===== config.mk =====
export PLATFORM = sky130hd
export DESIGN_NAME = event_flag_group_with_waiters
export DESIGN_NICKNAME = d
export VERILOG_FILES = /design/src/evgrp_pkg.sv /design/src/evgrp_ctrl.sv /design/src/evgrp_dp.sv /design/src/event_flag_group_with_waiters.sv
export SDC_FILE = /design/constraint.sdc
export NUM_CORES = 1
export LEC_CHECK = 0
export ABC_AREA = 1
export ABC_CLOCK_PERIOD_IN_PS = 22400
export BUFFER_PORTS_ARGS = -buffer_cell sky130_fd_sc_hd__buf_2
export CAP_MARGIN = 40
export CORE_AREA = 2 2 333 335
export CTS_CLUSTER_SIZE = 25
export DETAILED_ROUTE_END_ITERATION = 7
export DIE_AREA = 0 0 335 337
export SLEW_MARGIN = 0
export SYNTH_ARGS = -nofsm -noshare
export SYNTH_HDL_FRONTEND = slang
export SYNTH_HIERARCHICAL = 1
export SYNTH_SLANG_ARGS = --single-unit

===== constraint.sdc =====
create_clock -name clk -period 22.4 [get_ports clk]
set_input_delay 1.12 -clock clk [delete_from_list [all_inputs] [get_ports clk]]
set_output_delay 1.12 -clock clk [all_outputs]
set_load 0.05 [all_outputs]

===== src/evgrp_pkg.sv =====
`timescale 1ns / 1ps
// ----------------------------------------------------------------------------
// evgrp_pkg
// shared types, codes and defaults for the event flag group
// ----------------------------------------------------------------------------
package evgrp_pkg;

  localparam int EVG_WAITERS      = 8;
  localparam int EVG_TASK_ID_BITS = 8;

  localparam int OP_W   = 2;
  localparam int KIND_W = 3;
  localparam int TID_W  = 8;
  localparam int WORD_W = 32;

  // request codes
  localparam logic [OP_W-1:0] OP_WAIT  = 2'd0;
  localparam logic [OP_W-1:0] OP_SET   = 2'd1;
  localparam logic [OP_W-1:0] OP_CLEAR = 2'd2;
  localparam logic [OP_W-1:0] OP_TICK  = 2'd3;

  // result codes
  localparam logic [KIND_W-1:0] KIND_SATISFIED = 3'd0;
  localparam logic [KIND_W-1:0] KIND_FAILED    = 3'd1;
  localparam logic [KIND_W-1:0] KIND_QUEUED    = 3'd2;
  localparam logic [KIND_W-1:0] KIND_WOKEN     = 3'd3;
  localparam logic [KIND_W-1:0] KIND_TIMEDOUT  = 3'd4;
  localparam logic [KIND_W-1:0] KIND_REJECTED  = 3'd5;
  localparam logic [KIND_W-1:0] KIND_DONE      = 3'd6;

  typedef enum logic [2:0] {
    ST_IDLE,
    ST_WSCAN,
    ST_WEMIT,
    ST_SCAN,
    ST_FIN
  } state_t;

  // controller to datapath
  typedef struct packed {
    logic load;   // take a new transaction
    logic wscan;  // presence check of one table entry
    logic wemit;  // issue the wait result, queue if needed
    logic step;   // set or tick visit of one table entry
    logic fin;    // issue the done result, commit the table size after a set or tick
  } cmd_t;

  // datapath to controller
  typedef struct packed {
    logic at_end;   // scan index has reached the waiter count
    logic leave;    // current entry leaves the table
    logic out_room; // output register can take a result this cycle
    logic count_ok; // waiter count within table size
  } sts_t;

endpackage


===== src/evgrp_ctrl.sv =====
`timescale 1ns / 1ps
// ----------------------------------------------------------------------------
// evgrp_ctrl
// sequencer for wait, set, clear and tick transactions
// ----------------------------------------------------------------------------
module evgrp_ctrl (
  input  logic                       clk,
  input  logic                       rst,
  input  logic                       in_valid,
  output logic                       in_ready,
  input  logic [evgrp_pkg::OP_W-1:0] op,
  input  evgrp_pkg::sts_t            sts,
  output evgrp_pkg::cmd_t            cmd
);

  evgrp_pkg::state_t state, state_next;

  always_ff @(posedge clk) begin
    if (rst) begin
      state <= evgrp_pkg::ST_IDLE;
    end else begin
      state <= state_next;
    end
  end

  always_comb begin
    state_next = state;
    cmd        = '0;
    in_ready   = 1'b0;
    case (state)
      evgrp_pkg::ST_IDLE: begin
        in_ready = 1'b1;
        if (in_valid) begin
          cmd.load = 1'b1;
          case (op)
            evgrp_pkg::OP_WAIT:  state_next = evgrp_pkg::ST_WSCAN;
            evgrp_pkg::OP_CLEAR: state_next = evgrp_pkg::ST_FIN;
            default:             state_next = evgrp_pkg::ST_SCAN;
          endcase
        end
      end
      evgrp_pkg::ST_WSCAN: begin
        if (sts.at_end) begin
          state_next = evgrp_pkg::ST_WEMIT;
        end else begin
          cmd.wscan = 1'b1;
        end
      end
      evgrp_pkg::ST_WEMIT: begin
        if (sts.out_room) begin
          cmd.wemit  = 1'b1;
          state_next = evgrp_pkg::ST_IDLE;
        end
      end
      evgrp_pkg::ST_SCAN: begin
        if (sts.at_end) begin
          state_next = evgrp_pkg::ST_FIN;
        end else if (!sts.leave || sts.out_room) begin
          cmd.step = 1'b1;
        end
      end
      evgrp_pkg::ST_FIN: begin
        if (sts.out_room) begin
          cmd.fin    = 1'b1;
          state_next = evgrp_pkg::ST_IDLE;
        end
      end
      default: begin
        state_next = evgrp_pkg::ST_IDLE;
      end
    endcase
  end

endmodule


===== src/evgrp_dp.sv =====
`timescale 1ns / 1ps
// ----------------------------------------------------------------------------
// evgrp_dp
// flag word, waiter table with scan and compaction, result register
// ----------------------------------------------------------------------------
module evgrp_dp #(
  parameter int WAITERS      = evgrp_pkg::EVG_WAITERS,
  parameter int TASK_ID_BITS = evgrp_pkg::EVG_TASK_ID_BITS
) (
  input  logic                         clk,
  input  logic                         rst,
  input  evgrp_pkg::cmd_t              cmd,
  output evgrp_pkg::sts_t              sts,
  input  logic [evgrp_pkg::OP_W-1:0]   op,
  input  logic [evgrp_pkg::TID_W-1:0]  task_id,
  input  logic [evgrp_pkg::WORD_W-1:0] mask,
  input  logic [evgrp_pkg::WORD_W-1:0] timeout,
  output logic                         out_valid,
  input  logic                         out_ready,
  output logic [evgrp_pkg::TID_W-1:0]  task_id_res,
  output logic [evgrp_pkg::KIND_W-1:0] kind,
  output logic [evgrp_pkg::WORD_W-1:0] flags,
  output logic                         last
);

  localparam int CW = $clog2(WAITERS + 1);
  localparam int IW = (WAITERS > 1) ? $clog2(WAITERS) : 1;
  localparam int TW = (TASK_ID_BITS < evgrp_pkg::TID_W) ? TASK_ID_BITS : evgrp_pkg::TID_W;
  localparam logic [CW-1:0] FULL = CW'(WAITERS);

  // waiter table
  logic [TW-1:0]                tab_task  [WAITERS];
  logic [evgrp_pkg::WORD_W-1:0] tab_mask  [WAITERS];
  logic [evgrp_pkg::WORD_W-1:0] tab_ticks [WAITERS];

  logic [evgrp_pkg::WORD_W-1:0] event_flags;
  logic [CW-1:0]                count;
  logic [CW-1:0]                idx;
  logic [CW-1:0]                keep;
  logic                         present;

  // latched request
  logic [evgrp_pkg::OP_W-1:0]   op_q;
  logic [TW-1:0]                task_q;
  logic [evgrp_pkg::WORD_W-1:0] mask_q;
  logic [evgrp_pkg::WORD_W-1:0] timeout_q;

  logic [TW-1:0]                cur_task;
  logic [evgrp_pkg::WORD_W-1:0] cur_mask;
  logic [evgrp_pkg::WORD_W-1:0] cur_ticks;
  logic [evgrp_pkg::WORD_W-1:0] ticks_dec;
  logic                         leave;
  logic [evgrp_pkg::KIND_W-1:0] wkind;
  logic                         out_room;

  assign cur_task  = tab_task[idx[IW-1:0]];
  assign cur_mask  = tab_mask[idx[IW-1:0]];
  assign cur_ticks = tab_ticks[idx[IW-1:0]];
  assign ticks_dec = (cur_ticks != '0) ? cur_ticks - 1'b1 : cur_ticks;

  always_comb begin
    if (op_q == evgrp_pkg::OP_SET) begin
      leave = (event_flags & cur_mask) != '0;
    end else begin
      leave = ticks_dec == '0;
    end
  end

  always_comb begin
    if ((event_flags & mask_q) != '0) begin
      wkind = evgrp_pkg::KIND_SATISFIED;
    end else if (timeout_q == '0) begin
      wkind = evgrp_pkg::KIND_FAILED;
    end else if (present || count >= FULL) begin
      wkind = evgrp_pkg::KIND_REJECTED;
    end else begin
      wkind = evgrp_pkg::KIND_QUEUED;
    end
  end

  assign out_room     = !out_valid || out_ready;
  assign sts.at_end   = idx == count;
  assign sts.leave    = leave;
  assign sts.out_room = out_room;
  assign sts.count_ok = count <= FULL;

  // control registers
  always_ff @(posedge clk) begin
    if (rst) begin
      event_flags <= '0;
      count       <= '0;
      idx         <= '0;
      keep        <= '0;
      present     <= 1'b0;
    end else begin
      if (cmd.load) begin
        idx     <= '0;
        keep    <= '0;
        present <= 1'b0;
        if (op == evgrp_pkg::OP_SET) begin
          event_flags <= event_flags | mask;
        end else if (op == evgrp_pkg::OP_CLEAR) begin
          event_flags <= event_flags & ~mask;
        end
      end
      if (cmd.wscan) begin
        idx <= idx + 1'b1;
        if (cur_task == task_q) begin
          present <= 1'b1;
        end
      end
      if (cmd.wemit && wkind == evgrp_pkg::KIND_QUEUED) begin
        count <= count + 1'b1;
      end
      if (cmd.step) begin
        idx <= idx + 1'b1;
        if (!leave) begin
          keep <= keep + 1'b1;
        end
      end
      if (cmd.fin && (op_q == evgrp_pkg::OP_SET || op_q == evgrp_pkg::OP_TICK)) begin
        count <= keep;
      end
    end
  end

  // request latch
  always_ff @(posedge clk) begin
    if (cmd.load) begin
      op_q      <= op;
      task_q    <= task_id[TW-1:0];
      mask_q    <= mask;
      timeout_q <= timeout;
    end
  end

  // table writes: append on queue, compaction during a scan
  always_ff @(posedge clk) begin
    if (cmd.wemit && wkind == evgrp_pkg::KIND_QUEUED) begin
      tab_task[count[IW-1:0]]  <= task_q;
      tab_mask[count[IW-1:0]]  <= mask_q;
      tab_ticks[count[IW-1:0]] <= timeout_q;
    end else if (cmd.step && !leave) begin
      tab_task[keep[IW-1:0]]  <= cur_task;
      tab_mask[keep[IW-1:0]]  <= cur_mask;
      tab_ticks[keep[IW-1:0]] <= (op_q == evgrp_pkg::OP_TICK) ? ticks_dec : cur_ticks;
    end
  end

  // result register
  logic emit;
  assign emit = cmd.wemit || cmd.fin || (cmd.step && leave);

  always_ff @(posedge clk) begin
    if (rst) begin
      out_valid <= 1'b0;
    end else if (emit) begin
      out_valid <= 1'b1;
    end else if (out_ready) begin
      out_valid <= 1'b0;
    end
  end

  always_ff @(posedge clk) begin
    if (emit) begin
      flags <= event_flags;
      if (cmd.wemit) begin
        task_id_res <= evgrp_pkg::TID_W'(task_q);
        kind        <= wkind;
        last        <= 1'b1;
      end else if (cmd.fin) begin
        task_id_res <= '0;
        kind        <= evgrp_pkg::KIND_DONE;
        last        <= 1'b1;
      end else begin
        task_id_res <= evgrp_pkg::TID_W'(cur_task);
        kind        <= (op_q == evgrp_pkg::OP_SET) ? evgrp_pkg::KIND_WOKEN
                                                   : evgrp_pkg::KIND_TIMEDOUT;
        last        <= 1'b0;
      end
    end
  end

endmodule


===== src/event_flag_group_with_waiters.sv =====
`timescale 1ns / 1ps
// ----------------------------------------------------------------------------
// event_flag_group_with_waiters
// hardware event group: 32-bit flag word and an ordered table of waiters
// ----------------------------------------------------------------------------
// usage
//   input channel (in_valid/in_ready) carries one request transaction: op,
//   task_id, mask, timeout. op selects wait, set, clear or tick
//   output channel (out_valid/out_ready) carries result transactions:
//   task_id_res, kind, flags, last. every request yields one or more results,
//   the final one marked by last
//   a wait gives a single result; a set gives one woken result per released
//   waiter then a done result; a tick does the same for expired waiters;
//   a clear gives one done result
// sequencing
//   the waiter table is visited one entry per cycle, but a set or tick scan
//   holds at an entry that leaves while the output register has no room;
//   after the last entry the scan sees the end of the table, then the wait
//   or done result is issued. a clear goes straight to its done result
//   one request is in progress at a time; the next is taken as soon as the
//   last result has been placed in the output register
// reset
//   synchronous rst empties the table and clears the flag word
// stalls
//   while out_ready is low and a result waits, the scan holds at the next
//   entry that has a result to issue
// ----------------------------------------------------------------------------
module event_flag_group_with_waiters #(
  parameter int WAITERS      = evgrp_pkg::EVG_WAITERS,
  parameter int TASK_ID_BITS = evgrp_pkg::EVG_TASK_ID_BITS
) (
  input  logic                         clk,
  input  logic                         rst,
  // request channel
  input  logic                         in_valid,
  output logic                         in_ready,
  input  logic [evgrp_pkg::OP_W-1:0]   op,
  input  logic [evgrp_pkg::TID_W-1:0]  task_id,
  input  logic [evgrp_pkg::WORD_W-1:0] mask,
  input  logic [evgrp_pkg::WORD_W-1:0] timeout,
  // result channel
  output logic                         out_valid,
  input  logic                         out_ready,
  output logic [evgrp_pkg::TID_W-1:0]  task_id_res,
  output logic [evgrp_pkg::KIND_W-1:0] kind,
  output logic [evgrp_pkg::WORD_W-1:0] flags,
  output logic                         last
);

  // command and status between sequencer and datapath
  evgrp_pkg::cmd_t cmd;
  evgrp_pkg::sts_t sts;

  // sequencer: walks each request through scan and result issue
  evgrp_ctrl u_ctrl (
    .clk      (clk),
    .rst      (rst),
    .in_valid (in_valid),
    .in_ready (in_ready),
    .op       (op),
    .sts      (sts),
    .cmd      (cmd)
  );

  // datapath: flag word, waiter table, output register
  evgrp_dp #(
    .WAITERS      (WAITERS),
    .TASK_ID_BITS (TASK_ID_BITS)
  ) u_dp (
    .clk         (clk),
    .rst         (rst),
    .cmd         (cmd),
    .sts         (sts),
    .op          (op),
    .task_id     (task_id),
    .mask        (mask),
    .timeout     (timeout),
    .out_valid   (out_valid),
    .out_ready   (out_ready),
    .task_id_res (task_id_res),
    .kind        (kind),
    .flags       (flags),
    .last        (last)
  );

`ifndef NO_ASSERTIONS
  // at most one command per cycle
  a_cmd_onehot: assert property (@(posedge clk) disable iff (rst)
    $onehot0({cmd.load, cmd.wscan, cmd.wemit, cmd.step, cmd.fin}))
    else $error("more than one datapath command in a cycle");

  // a result is only issued when the output register has room
  a_emit_room: assert property (@(posedge clk) disable iff (rst)
    (cmd.wemit || cmd.fin || (cmd.step && sts.leave)) |-> sts.out_room)
    else $error("result issued into a full output register");

  // an accepted transaction makes the block busy
  a_busy: assert property (@(posedge clk) disable iff (rst)
    (in_valid && in_ready) |=> !in_ready)
    else $error("request accepted while a previous one is still in progress");

  // table never holds more than its size
  a_count: assert property (@(posedge clk) disable iff (rst)
    sts.count_ok)
    else $error("waiter count exceeds table size");
`endif

endmodule


==> run summary <==
filler instances - 11000
peak per-stage delay on the critical path - 0.78 ns
half-perimeter wire length of the detailed placement result - 57.5 mm
post-synthesis instance total - 3159
Slowest-stage cell, CP - buf_4
Final Core Density - 0.341
Post-CTS Setup Repair Bufs - 0
unrepaired setup endpoints after global routing - no
final count of negative-setup-slack endpoints - 0
insertion delay of the later-clocked pin in the worst-skew pair - 0.65 ns
relative contribution of the clock network to total power - 0.304
combinational cell fraction of total power - 0.268
Vias - 23000
worst r2r dst - u_dp/tab_mask[3][3]
post-synthesis instance area - 32500 um2
via-per-instance ratio - 4.83
number of nets with antenna violations after detailed routing - 0
area growth from synthesis to final layout - 14.8%
net switching power of the design - 1540 uW
time the worst path needs with I/O delays and setup - 8.26 ns
Post-Route M1 WL - 40.2 mm
final-stage net count - 3341
number of global-route vias before repair - 22000
I/O Pins - 124
number of optimization iterations in the first detailed-route pass - 6
data arrival time at the worst-slack endpoint - 8.54 ns
hold-fix buffers at CTS - 0
element type at the critical path start - flop
Root Buffer Master - clkbuf_16
internal portion of total power - 2790 uW
final estimated routing congestion in global placement - 0.935
aggregate routed wire length - 90.6 mm
# clock sinks - 746
highest signal layer in the routed design - met5
Pins Over Slew Limit - 0
Seq pwr share - 0.427
register area - 21900 um2
Crit Path Category - flop to flop
worst hold path stage count - 0
worst-margin pin slew - 1.03 ns
quantity of I/O buffers inserted on ports - 123
Setup crit end kind - flop
buffer and inverter count on the worst path - 7
Initial Utilization - 0.297
Register-to-Register Setup Slack - 14.14 ns
peak supply drop - 0.0832 mV
remaining global-route overflow - 0
count of warnings emitted by yosys - 6
clock tree from TritonCTS - built
maximum number of pins on one net before global-route repair - 204
number of H-tree branching levels - 3
vertical extent of the die - 337 um
Starting DRT DRC Count - 1951
Mapped Nets - 3243
number of remaining DRC errors - 0
top fanout value on the critical path - 134
Die X-Extent - 335 um
total leakage power - 0.0142 uW
fraction of final layout cells sized beyond drive strength 1 - 0.103
final count of hold timing violations - 0
most frequent cell on the critical path - nand2_1
terminating pin of the worst hold path - u_dp/flags[23]
Die Area - 113000 um2
min-delay worst type - flop to flop
max-cap check violation count - 0
All-Layer GR Usage - 0.157
cell count of the worst reg-to-reg path - 30
initial antenna violation count - 1
core region area - 110000 um2
count of instances resized after the clock tree is built - 0
drt wl/cell - 19.1 um
Max transition margin - 0.311
wire length of the first global-routing pass - 136 mm
Req. time, crit path - 22.67 ns
cell class contributing the biggest share of worst-path delay - simple AND/OR/NAND/NOR gates
routed length on met3 - 6.14 mm
share of the clock period used by the worst path after layout - 0.369
number of buffers inserted during clock tree synthesis - 81
buffers from clock root to sink, at most - 3
peak clock frequency supported by timing - 121 MHz
synthesized area per cell - 10.3 um2
power density of the placed cells - 116 nW/um2
Clock Pin Slew Worst Setup and Hold Paths - 0.06 ns
combined area of the multi-input logic cells - 8790 um2
met2 wirelength from detailed routing - 42.0 mm
Antenna Cells - 0
TNS Setup - 0 ns
result of the run - finished, final reports clean
switching share of total power - 0.355
Fin Hold WS - 0.468 ns
Setup Skew - 0.0628 ns
number of cell rows - 122
==> worst max path at each step <==
| stage | start | end | slack (ns) | depth (start not counted) |
|---|---|---|---|---|
| 6_report | flop | u_dp/tab_mask[3][3] | 14.14 | 30 |
| 3_5_place_dp | flop | u_dp/tab_mask[3][29] | 14.24 | 30 |
| 5_1_grt | flop | u_dp/tab_mask[3][3] | 13.55 | 30 |
| 2_1_floorplan | flop | u_dp/tab_mask[0][0] | 15.30 | 30 |
| 4_1_cts | flop | u_dp/tab_mask[3][3] | 14.21 | 30 |
| 3_3_place_gp | flop | u_dp/tab_mask[6][29] | 14.06 | 29 |
==> per-stage QoR <==
stage	setup WS (ns)	power (uW)	cell area (um2)	std cells
final	14.14	4330	37300	4750
after global routing	13.55	4540	37300	4750
after CTS	14.21	4350	37300	4749
after detailed placement	14.24	3030	34700	4599
after global placement	14.06	3020	34500	4588
after floorplan	15.30	2660	32500	3159
==> placed cells by master (no fill, tap or decap), drive strengths merged, types with 2 or more instances in the layout <==
cell and instances:
clkinvlp 6, o221ai 15, bufinv 4, a221oi 7
o211a 3, a21oi 45, inv 298, nand3 216
dfxtp 52, a211oi 3, o2111ai 4, edfxtp 694
a31oi 2, xor2 11, ha 6, nor4 11
o21ai 276, o211ai 3, a21boi 2, clkbuf 101
o22ai 74, nor3 4, clkinv 38, nor2 306
nand2 945, buf 168, nand4 23
==> flip-flops by register name, indices dropped and copies added (netlist names), 4 cells and up, named ones only <==
register          count
u_dp/tab_mask       256
u_dp/tab_ticks      256
u_dp/tab_task        64
u_dp/flags           32
u_dp/mask_q          32
u_dp/timeout_q       32
u_dp/task_id_res      8
u_dp/task_q           8
u_dp/count            4
u_dp/idx              4
u_dp/keep             4
==> power groups by stage <==
| stage | registers [uW] | clock network, uW | logic (uW) |
|---|---|---|---|
| 2_1_floorplan | 1990 | 0 | 674 |
| 3_3_place_gp | 1870 | 0 | 1140 |
| 3_5_place_dp | 1870 | 0 | 1160 |
| 4_1_cts | 1850 | 1340 | 1160 |
| 5_1_grt | 1860 | 1400 | 1280 |
| 6_report | 1850 | 1320 | 1160 |
==> routing by layer <==
metal  up-vias  track usage
met4         2       0.0491
met3       146       0.0284
met2       810        0.254
met1     11100        0.214
met5         -            0
li1      10900            -
==> area by class of cell <==
class | instances | area share
clock buffers | 101 | 0.0585
clock inverters | 49 | 0.0131
inverters | 297 | 0.0301
multi-input cells | 1963 | 0.235
flip-flops and latches | 746 | 0.586
well taps | 1426 | 0.0478
repair buffers | 168 | 0.0287
Note: power is estimated with default switching activity, not from simulation.
